**config.mk**
```make
export PLATFORM = sky130hd
export DESIGN_NAME = multi_label_hinge_loss_grad_unit
export DESIGN_NICKNAME = d
export VERILOG_FILES = /design/src/rtl/core/mlhg_pkg.sv /design/src/rtl/core/multi_label_hinge_loss_grad_unit.sv /design/src/rtl/core/mlhg_dp.sv /design/src/rtl/core/mlhg_ctrl.sv
export VERILOG_INCLUDE_DIRS = /design/src /design/src/rtl/core
export SDC_FILE = /design/constraint.sdc
export NUM_CORES = 2
export LEC_CHECK = 0
export BUFFER_PORTS_ARGS = -buffer_cell sky130_fd_sc_hd__buf_2
export CAP_MARGIN = 20
export CELL_PAD_IN_SITES_DETAIL_PLACEMENT = 0
export CELL_PAD_IN_SITES_GLOBAL_PLACEMENT = 2
export CORE_MARGIN = 10
export CORE_UTILIZATION = 43
export DETAILED_ROUTE_END_ITERATION = 8
export GPL_TIMING_DRIVEN = 0
export PLACE_DENSITY = 0.95
export SETUP_SLACK_MARGIN = 0.5
export SLEW_MARGIN = 20
export SYNTH_ARGS = -nofsm -noshare
export SYNTH_HDL_FRONTEND = slang
export SYNTH_SLANG_ARGS = --single-unit
```
**constraint.sdc**
```tcl
create_clock -name clk -period 20.4 [get_ports clk]
set_input_delay 2.04 -clock clk [delete_from_list [all_inputs] [get_ports clk]]
set_output_delay 2.04 -clock clk [all_outputs]
set_load 0.02 [all_outputs]
```
**src/rtl/core/multi_label_hinge_loss_grad_unit_defines.svh**
```systemverilog
// Assertion macros for the hinge loss gradient unit.
`ifndef MULTI_LABEL_HINGE_LOSS_GRAD_UNIT_DEFINES_SVH
`define MULTI_LABEL_HINGE_LOSS_GRAD_UNIT_DEFINES_SVH

// Plain property, disabled while in reset.
`define MLHG_ASSERT(lbl, ck, rn, prop) \
  lbl: assert property (@(posedge ck) disable iff (!rn) prop) else $error("mlhg check failed");

// Condition implies a consequence on the next clock.
`define MLHG_ASSERT_NXT(lbl, ck, rn, pre, post) \
  lbl: assert property (@(posedge ck) disable iff (!rn) (pre) |=> (post)) else $error("mlhg check failed");

`endif

```
**src/rtl/core/mlhg_pkg.sv**
```systemverilog
package mlhg_pkg;

  localparam int GRAD_W   = 26;
  localparam int LOSS_W   = 47;
  localparam int ACC_W    = 64;
  localparam int RECIP_W  = 17;
  localparam int ONE_Q8   = 256;
  localparam int CFG_IDX_W = 1;
  localparam int OUT_TDATA_W = ((GRAD_W + LOSS_W + 7) / 8) * 8;
  localparam logic [RECIP_W-1:0] RECIP_MAX = 17'd65536;

  typedef enum logic [1:0] {
    LBL_NEG     = 2'd0,
    LBL_IGNORE  = 2'd1,
    LBL_POS     = 2'd2,
    LBL_INVALID = 2'd3
  } label_t;

  typedef enum logic [CFG_IDX_W-1:0] {
    CFG_NORM_MODE = 1'b0,
    CFG_RECIP     = 1'b1
  } cfg_idx_t;

  typedef enum logic [1:0] {
    MUL_GRAD    = 2'd0,
    MUL_SQ      = 2'd1,
    MUL_LOSS_LO = 2'd2,
    MUL_LOSS_HI = 2'd3
  } mul_sel_t;

  typedef struct packed {
    logic     load;
    logic     grad_en;
    logic     acc_en;
    logic     part_en;
    logic     loss_en;
    logic     out_wr;
    mul_sel_t mul_sel;
  } cmd_t;

  typedef struct packed {
    logic last;
  } status_t;

endpackage

```
**src/rtl/core/multi_label_hinge_loss_grad_unit.sv**
```systemverilog
// Multi-label hinge loss gradient unit.
// Input stream: one score word per element; in_tdata holds the signed score,
// in_tuser the label code, in_tlast marks the final element of a batch.
// Output stream: one word per element with the gradient and the label error
// flag and, on the last element, the scaled batch loss (out_tlast high).
// Configuration: cfg_we with cfg_index 0 writes the norm mode, index 1 the
// batch reciprocal; write only while no element is in flight.
// Flow: an accepted score is decoded into the element register, the gradient
// is registered in ST_GRAD and written out in ST_ACC, or for a batch end in
// ST_LOSS after ST_PART; a new element is taken as a result is written. The shared
// multiplier is used once for the gradient, once for the square, and for
// the loss scaling twice more, on the low and the high accumulator half.
// A stalled output holds its word; one more element is taken and worked
// until its result is ready, then input stalls until the output drains.
// Reset clears the accumulator, the norm mode (L1) and sets the reciprocal
// to one.
module multi_label_hinge_loss_grad_unit #(
  parameter int SCORE_WIDTH = 16
) (
  input  logic                                clk,
  input  logic                                rst_n,
  input  logic                                cfg_we,
  input  logic [mlhg_pkg::CFG_IDX_W-1:0]      cfg_index,
  input  logic [mlhg_pkg::RECIP_W-1:0]        cfg_wdata,
  input  logic                                in_tvalid,
  output logic                                in_tready,
  input  logic [((SCORE_WIDTH+7)/8)*8-1:0]    in_tdata,   // score
  input  logic [1:0]                          in_tuser,   // label_code
  input  logic                                in_tlast,
  output logic                                out_tvalid,
  input  logic                                out_tready,
  output logic [mlhg_pkg::OUT_TDATA_W-1:0]    out_tdata,  // gradient, loss
  output logic                                out_tuser,  // label_error
  output logic                                out_tlast
);

  mlhg_pkg::cmd_t    cmd;
  mlhg_pkg::status_t status;

  logic signed [mlhg_pkg::GRAD_W-1:0] grad;
  logic [mlhg_pkg::LOSS_W-1:0]        loss;

  mlhg_ctrl u_ctrl (
    .clk        (clk),
    .rst_n      (rst_n),
    .in_tvalid  (in_tvalid),
    .in_tready  (in_tready),
    .out_tvalid (out_tvalid),
    .out_tready (out_tready),
    .status_i   (status),
    .cmd_o      (cmd)
  );

  mlhg_dp #(
    .SCORE_WIDTH (SCORE_WIDTH)
  ) u_dp (
    .clk           (clk),
    .rst_n         (rst_n),
    .cfg_we        (cfg_we),
    .cfg_index     (cfg_index),
    .cfg_wdata     (cfg_wdata),
    .in_score      (in_tdata[SCORE_WIDTH-1:0]),
    .in_code       (in_tuser),
    .in_last       (in_tlast),
    .cmd_i         (cmd),
    .status_o      (status),
    .grad_o        (grad),
    .loss_o        (loss),
    .loss_valid_o  (out_tlast),
    .label_error_o (out_tuser)
  );

  assign out_tdata = mlhg_pkg::OUT_TDATA_W'({loss, grad});

endmodule

```
**src/rtl/core/mlhg_dp.sv**
```systemverilog
module mlhg_dp #(
  parameter int SCORE_WIDTH = 16
) (
  input  logic                              clk,
  input  logic                              rst_n,
  input  logic                              cfg_we,
  input  logic [mlhg_pkg::CFG_IDX_W-1:0]    cfg_index,
  input  logic [mlhg_pkg::RECIP_W-1:0]      cfg_wdata,
  input  logic signed [SCORE_WIDTH-1:0]     in_score,
  input  logic [1:0]                        in_code,
  input  logic                              in_last,
  input  mlhg_pkg::cmd_t                    cmd_i,
  output mlhg_pkg::status_t                 status_o,
  output logic signed [mlhg_pkg::GRAD_W-1:0] grad_o,
  output logic [mlhg_pkg::LOSS_W-1:0]       loss_o,
  output logic                              loss_valid_o,
  output logic                              label_error_o
);

  localparam int MAG_W  = SCORE_WIDTH + 1;
  localparam int D_W    = SCORE_WIDTH + 2;
  localparam int HALF_W = mlhg_pkg::ACC_W / 2;
  localparam int A_W    = (MAG_W > HALF_W) ? MAG_W : HALF_W;
  localparam int B_W    = (MAG_W > mlhg_pkg::RECIP_W) ? MAG_W : mlhg_pkg::RECIP_W;
  localparam int P_W    = A_W + B_W;
  localparam int LO_W   = HALF_W + mlhg_pkg::RECIP_W;
  localparam int PART_W = LO_W - 16;
  localparam int LV_W   = P_W + 17;
  localparam int GW     = mlhg_pkg::GRAD_W;

  localparam logic signed [D_W-1:0] ONE_D = D_W'(mlhg_pkg::ONE_Q8);
  localparam logic [P_W-1:0] GPOS_LIM = P_W'(2**(GW-1) - 1);
  localparam logic [P_W-1:0] GNEG_LIM = P_W'(2**(GW-1));
  localparam logic signed [GW-1:0] GMAX = {1'b0, {(GW-1){1'b1}}};
  localparam logic signed [GW-1:0] GMIN = {1'b1, {(GW-1){1'b0}}};
  localparam logic [LV_W-1:0] LOSS_LIM =
    {{(LV_W-mlhg_pkg::LOSS_W){1'b0}}, {mlhg_pkg::LOSS_W{1'b1}}};

  logic                       norm_mode_r;
  logic [mlhg_pkg::RECIP_W-1:0] recip_r;
  logic [mlhg_pkg::RECIP_W-1:0] r_eff;

  logic [MAG_W-1:0] mag_r, mag_nxt;
  logic             spos_r, spos_nxt;
  logic             sneg_r, sneg_nxt;
  logic             err_r, err_nxt;
  logic             last_r;

  logic signed [D_W-1:0] s_ext, d_plus, d_minus;

  logic [A_W-1:0]             mul_a;
  logic [B_W-1:0]             mul_b;
  logic [P_W-1:0]             prod;
  logic [P_W-1:0]             gm;
  logic [LO_W-1:0]            lo_rnd;
  logic [PART_W-1:0]          part_r;
  logic [LV_W-1:0]            lv;

  logic signed [GW-1:0] grad_r, grad_nxt, g_l1, g_l2;
  logic [mlhg_pkg::ACC_W-1:0] acc_r, acc_nxt, term;
  logic [mlhg_pkg::ACC_W:0]   acc_sum;
  logic [mlhg_pkg::LOSS_W-1:0] loss_nxt;

  // input decode
  assign s_ext   = D_W'(in_score);
  assign d_plus  = ONE_D + s_ext;
  assign d_minus = ONE_D - s_ext;

  always_comb begin
    mag_nxt  = '0;
    spos_nxt = 1'b0;
    sneg_nxt = 1'b0;
    err_nxt  = 1'b0;
    unique case (mlhg_pkg::label_t'(in_code))
      mlhg_pkg::LBL_NEG: begin
        spos_nxt = (d_plus > 0);
        mag_nxt  = (d_plus > 0) ? MAG_W'(d_plus) : '0;
      end
      mlhg_pkg::LBL_POS: begin
        sneg_nxt = (d_minus > 0);
        mag_nxt  = (d_minus > 0) ? MAG_W'(d_minus) : '0;
      end
      mlhg_pkg::LBL_IGNORE: begin
        mag_nxt = '0;
      end
      mlhg_pkg::LBL_INVALID: begin
        spos_nxt = (s_ext > 0);
        sneg_nxt = (s_ext < 0);
        mag_nxt  = (s_ext < 0) ? MAG_W'(-s_ext) : MAG_W'(s_ext);
        err_nxt  = 1'b1;
      end
    endcase
  end

  assign r_eff = (recip_r > mlhg_pkg::RECIP_MAX) ? mlhg_pkg::RECIP_MAX : recip_r;

  // shared multiplier; the loss takes the accumulator in two halves
  always_comb begin
    case (cmd_i.mul_sel)
      mlhg_pkg::MUL_GRAD: begin
        mul_a = A_W'(mag_r);
        mul_b = B_W'(r_eff);
      end
      mlhg_pkg::MUL_SQ: begin
        mul_a = A_W'(mag_r);
        mul_b = B_W'(mag_r);
      end
      mlhg_pkg::MUL_LOSS_LO: begin
        mul_a = A_W'(acc_r[HALF_W-1:0]);
        mul_b = B_W'(r_eff);
      end
      mlhg_pkg::MUL_LOSS_HI: begin
        mul_a = A_W'(acc_r[mlhg_pkg::ACC_W-1:HALF_W]);
        mul_b = B_W'(r_eff);
      end
      default: begin
        mul_a = '0;
        mul_b = '0;
      end
    endcase
  end

  assign prod = P_W'(mul_a) * P_W'(mul_b);

  // gradient
  assign gm = (prod + P_W'(64)) >> 7;

  always_comb begin
    if (sneg_r) begin
      g_l2 = (gm > GNEG_LIM) ? GMIN : -GW'(gm);
      g_l1 = -GW'(r_eff);
    end else begin
      g_l2 = (gm > GPOS_LIM) ? GMAX : GW'(gm);
      g_l1 = spos_r ? GW'(r_eff) : '0;
    end
    grad_nxt = norm_mode_r ? g_l2 : g_l1;
  end

  // saturating accumulate
  assign term    = norm_mode_r ? mlhg_pkg::ACC_W'(prod) : mlhg_pkg::ACC_W'(mag_r);
  assign acc_sum = {1'b0, acc_r} + {1'b0, term};
  assign acc_nxt = acc_sum[mlhg_pkg::ACC_W] ? '1 : acc_sum[mlhg_pkg::ACC_W-1:0];

  // loss = acc * r / 2^16, rounded half up, saturating
  assign lo_rnd   = (prod[LO_W-1:0] + LO_W'(32768)) >> 16;
  assign lv       = (LV_W'(prod) << 16) + LV_W'(part_r);
  assign loss_nxt = (lv > LOSS_LIM) ? '1 : lv[mlhg_pkg::LOSS_W-1:0];

  always_ff @(posedge clk) begin
    if (!rst_n) begin
      norm_mode_r <= 1'b0;
      recip_r     <= mlhg_pkg::RECIP_MAX;
      acc_r       <= '0;
    end else begin
      if (cfg_we) begin
        unique case (mlhg_pkg::cfg_idx_t'(cfg_index))
          mlhg_pkg::CFG_NORM_MODE: norm_mode_r <= cfg_wdata[0];
          mlhg_pkg::CFG_RECIP:     recip_r     <= cfg_wdata;
        endcase
      end
      if (cmd_i.loss_en) begin
        acc_r <= '0;
      end else if (cmd_i.acc_en) begin
        acc_r <= acc_nxt;
      end
    end
  end

  always_ff @(posedge clk) begin
    if (cmd_i.load) begin
      mag_r  <= mag_nxt;
      spos_r <= spos_nxt;
      sneg_r <= sneg_nxt;
      err_r  <= err_nxt;
      last_r <= in_last;
    end
    if (cmd_i.grad_en) begin
      grad_r <= grad_nxt;
    end
    if (cmd_i.part_en) begin
      part_r <= lo_rnd[PART_W-1:0];
    end
    if (cmd_i.out_wr) begin
      grad_o        <= grad_r;
      label_error_o <= err_r;
      loss_o        <= cmd_i.loss_en ? loss_nxt : '0;
      loss_valid_o  <= cmd_i.loss_en;
    end
  end

  assign status_o.last = last_r;

endmodule

```
**src/rtl/core/mlhg_ctrl.sv**
```systemverilog
`include "multi_label_hinge_loss_grad_unit_defines.svh"

module mlhg_ctrl (
  input  logic              clk,
  input  logic              rst_n,
  input  logic              in_tvalid,
  output logic              in_tready,
  output logic              out_tvalid,
  input  logic              out_tready,
  input  mlhg_pkg::status_t status_i,
  output mlhg_pkg::cmd_t    cmd_o
);

  typedef enum logic [2:0] {
    ST_IDLE,
    ST_GRAD,
    ST_ACC,
    ST_PART,
    ST_LOSS
  } state_t;

  state_t state_r, state_nxt;
  logic   out_valid_r, out_valid_nxt;
  logic   out_free;

  assign out_free = !out_valid_r || out_tready;

  always_comb begin
    state_nxt     = state_r;
    in_tready     = 1'b0;
    cmd_o         = '0;
    cmd_o.mul_sel = mlhg_pkg::MUL_GRAD;
    unique case (state_r)
      ST_IDLE: begin
        in_tready = 1'b1;
        if (in_tvalid) state_nxt = ST_GRAD;
      end
      ST_GRAD: begin
        cmd_o.grad_en = 1'b1;
        state_nxt     = ST_ACC;
      end
      ST_ACC: begin
        cmd_o.mul_sel = mlhg_pkg::MUL_SQ;
        if (status_i.last) begin
          cmd_o.acc_en = 1'b1;
          state_nxt    = ST_PART;
        end else if (out_free) begin
          cmd_o.acc_en = 1'b1;
          cmd_o.out_wr = 1'b1;
          in_tready    = 1'b1;
          state_nxt    = in_tvalid ? ST_GRAD : ST_IDLE;
        end
      end
      ST_PART: begin
        cmd_o.mul_sel = mlhg_pkg::MUL_LOSS_LO;
        cmd_o.part_en = 1'b1;
        state_nxt     = ST_LOSS;
      end
      ST_LOSS: begin
        cmd_o.mul_sel = mlhg_pkg::MUL_LOSS_HI;
        if (out_free) begin
          cmd_o.loss_en = 1'b1;
          cmd_o.out_wr  = 1'b1;
          in_tready     = 1'b1;
          state_nxt     = in_tvalid ? ST_GRAD : ST_IDLE;
        end
      end
    endcase
    cmd_o.load = in_tvalid && in_tready;
  end

  assign out_valid_nxt = cmd_o.out_wr ? 1'b1 : (out_tready ? 1'b0 : out_valid_r);

  always_ff @(posedge clk) begin
    if (!rst_n) begin
      state_r     <= ST_IDLE;
      out_valid_r <= 1'b0;
    end else begin
      state_r     <= state_nxt;
      out_valid_r <= out_valid_nxt;
    end
  end

  assign out_tvalid = out_valid_r;

  `MLHG_ASSERT(a_write_free, clk, rst_n, cmd_o.out_wr |-> (!out_valid_r || out_tready))
  `MLHG_ASSERT_NXT(a_write_valid, clk, rst_n, cmd_o.out_wr, out_valid_r)
  `MLHG_ASSERT_NXT(a_load_grad, clk, rst_n, cmd_o.load, cmd_o.grad_en)

endmodule
```
==> results_dict.tcl <==
set metrics [dict create \
    period_share 0.695 \
    clock_latency_ns 0.58 \
    grt_pass1_vias 32937 \
    vias 33179 \
    clock.fmax_mhz 70.5 \
    drt_iter0_markers 3399 \
    routed_wirelength_um 140000 \
    ioPinCount 126 \
    die_x_um 310 \
    synth_area_mm2 0.0360 \
    switching_share 0.485 \
    die_h_um 310 \
    grt_max_degree 34 \
    core_area_mm2 0.0834 \
    p_sw_mw 1.17 \
    r2r-end "u_dp.acc_r[23]" \
    slowest_delay_ns 0.73 \
    register_area_mm2 0.00638 \
    slew_headroom 0.164 \
    pre_cts_slack_ns 6.63 \
    ctsLongestPathBuffers 3 \
    ir_worst_vdd_v 0.0000739 \
    critPathLaunchType "register" \
    start_util 0.432 \
    cts_resized 0 \
    setup-tns-final_ns 0 \
    synth_area_per_cell_um2 8.26 \
    postCtsSetupRepairBufs 0 \
    numCtsBuffers 26 \
    place_congestion 0.999 \
    seqPwrFrac 0.244 \
    tritoncts "yes" \
    synth-edff-count 155 \
    clkPwrFrac 0.199 \
    final_hold_viol_count 0 \
    rows 106 \
    endpoint_kind "register" \
    setup-violations-final 0 \
    syn_inst 4362 \
    path_max_fanout 10 \
    hp-class "register to register" \
    area_growth_pct 9.20 \
    final_common_cell "inv_1" \
    dieArea_mm2 0.0958 \
    synth-seq-cells 241 \
    worstReg2RegStart "u_dp.recip_r[3]" \
    vias_per_cell 5.89 \
    multiInputGateArea_mm2 0.0266 \
    dr.pass1.iters 6 \
    dp.cells 5589 \
    power.internal_mw 1.24 \
    power_frac_comb 0.557 \
    cp-startpoint "u_dp.recip_r[3]" \
    crit_slowest_cell "o21ai_1" \
    crit_path_frequent_cell "fa_1" \
    dp.final_hpwl_um 116000 \
    status "finished, final reports clean" \
    postCtsHoldBufs 0 \
    crit_arrival_ns 14.60 \
    grt_pass1_wl_um 209000 \
    finalNonFillerCells 5636 \
    crit_end "u_dp.acc_r[23]" \
    seq_area_frac_synth 0.177 \
    fin_skew_ns 0.0330 \
    maxSlewViolCount 0 \
    worst_slew_pin_slew_ns 1.25 \
    grt_overflow 0 \
    drc 0 \
    synth_ff_type "edfxtp_1" \
    pwr_density_cell_mw_per_mm2 61.2 \
    antenna_found_initial 9 \
    grtUsageTotal 0.289 \
    clk_pin_slew_ns 0.06 \
    reg2reg_slack_ns 6.22 \
    async_flop_share 0 \
    worst_slack_ns 6.22 \
    critPathRequiredTime_ns 20.81 \
    reg2regPathDepth 45 \
    ant_nets 0 \
    timing_worst_setup_path_type "register to register" \
    maxCapViolations 0 \
    n_fill_cell 8444 \
    yosysWarnings 0 \
    final_nets 5233 \
    layout_min_cycle_time_ns 14.18 \
    htree_levels 1 \
    port_buffers 115 \
    routedWlPerCell_um 24.8 \
    layout_common_cells "inv_1, nand2_1, fa_1" \
    rsz0062_at_grt "false" \
    cts_root_buf "clkbuf_16" \
    clock-sinks 241 \
    synthDistinctLibCells 95 \
    power_leakage_nw 17.3 \
    drive_gt1_frac 0.0714 \
]
-- metrics by stage --
step                       util  power (mW)  hold WS [ns]  area, um2
final                     0.472        2.41         0.419      39400
after global routing      0.472        2.55         0.418      39400
after CTS                 0.472        2.38         0.421      39400
after detailed placement  0.462        1.90         0.406      38500
after global placement    0.455        1.88         0.404      38000
after floorplan               -        1.44         0.400      36100
-- cells by family after synthesis --
kind of cell / Yosys count / synth area share
AOI/OAI and AO/OA: 905 / 0.165
DFF: 241 / 0.177
and+or+nand+nor: 1477 / 0.189
other: 1 / 0.000104
xor gates and xnor gates: 196 / 0.0478
adders and majority gates: 654 / 0.321
buffers and inverters: 863 / 0.0925
muxes: 25 / 0.00746
-- worst min path at each step --
stage / endpoint / slack [ns] / startpoint / cells past startpoint
after floorplan: u_dp.grad_o[0] / 0.40 / u_dp.grad_r[0] / 0
after global placement: u_dp.grad_o[19] / 0.40 / u_dp.grad_r[19] / 0
after detailed placement: u_dp.grad_o[0] / 0.41 / u_dp.grad_r[0] / 0
after CTS: u_dp.grad_o[0] / 0.42 / u_dp.grad_r[0] / 0
after global routing: u_dp.grad_o[4] / 0.42 / u_dp.grad_r[4] / 0
final: u_dp.grad_o[12] / 0.42 / u_dp.grad_r[12] / 0
-- Yosys cell counts (all sizes together) (17+ instances only) --
library cell	instances	area share
a211oi	21	0.0053
a21boi	25	0.0052
a21o	63	0.013
a21oi	248	0.037
a221o	18	0.0050
a221oi	25	0.0062
a22oi	20	0.0042
a31oi	59	0.010
and2	64	0.011
and3	27	0.0047
and4	18	0.0044
buf	41	0.0069
clkbuf	187	0.019
dfxtp	86	0.048
edfxtp	155	0.13
fa	451	0.25
ha	203	0.070
inv	633	0.066
nand2	621	0.065
nand2b	32	0.0056
nand3	70	0.0099
nand4	46	0.0088
nor2	348	0.036
nor2b	27	0.0047
nor3	113	0.017
nor4	39	0.0079
o211ai	17	0.0035
o21a	33	0.0069
o21ai	209	0.029
o31ai	28	0.0058
or3	29	0.0050
xnor2	120	0.029
xor2	76	0.018
-- final cells by class --
type | count | share of cell area
clock buffers | 32 | 0.0176
diodes | 1 | 0.0000636
plain buffers | 228 | 0.0242
flip-flops and latches | 241 | 0.162
multi-input cells | 3265 | 0.676
well taps | 1080 | 0.0343
clock inverters | 14 | 0.00331
repair buffers | 140 | 0.0216
inverters | 635 | 0.0606
-- power groups by stage --
stage	Sequential [mW]	Clock [mW]	Combinational [mW]
2_1_floorplan	0.583	0	0.860
6_report	0.587	0.480	1.34
4_1_cts	0.585	0.483	1.32
3_5_place_dp	0.595	0	1.31
3_3_place_gp	0.595	0	1.29
5_1_grt	0.587	0.504	1.46
-- worst max-delay path: cells and delay by family (launching register included) --
kind | cells | cell delay, ns
flops | 1 | 0.39
simple gates | 17 | 3.84
fa+ha+maj | 8 | 3.84
xor+xnor | 1 | 0.38
buf+inv | 9 | 2.24
compound gates | 10 | 3.30
-- metal layers --
metal,wire length (um),up-vias,track usage
met4,4710,2,0.0873
met5,11,-,0
li1,-,14927,-
met2,63200,1396,0.456
met1,59700,16632,0.400
met3,12200,222,0.0524
-- registers in the layout (all words and copies together), names as in the netlist, 3 cells and up --
register	flops
u_ctrl.state_r	3
u_dp.acc_r	64
u_dp.grad_o	26
u_dp.grad_r	26
u_dp.loss_o	47
u_dp.mag_r	17
u_dp.part_r	33
u_dp.recip_r	17
Power figures use the tool's default switching activity.
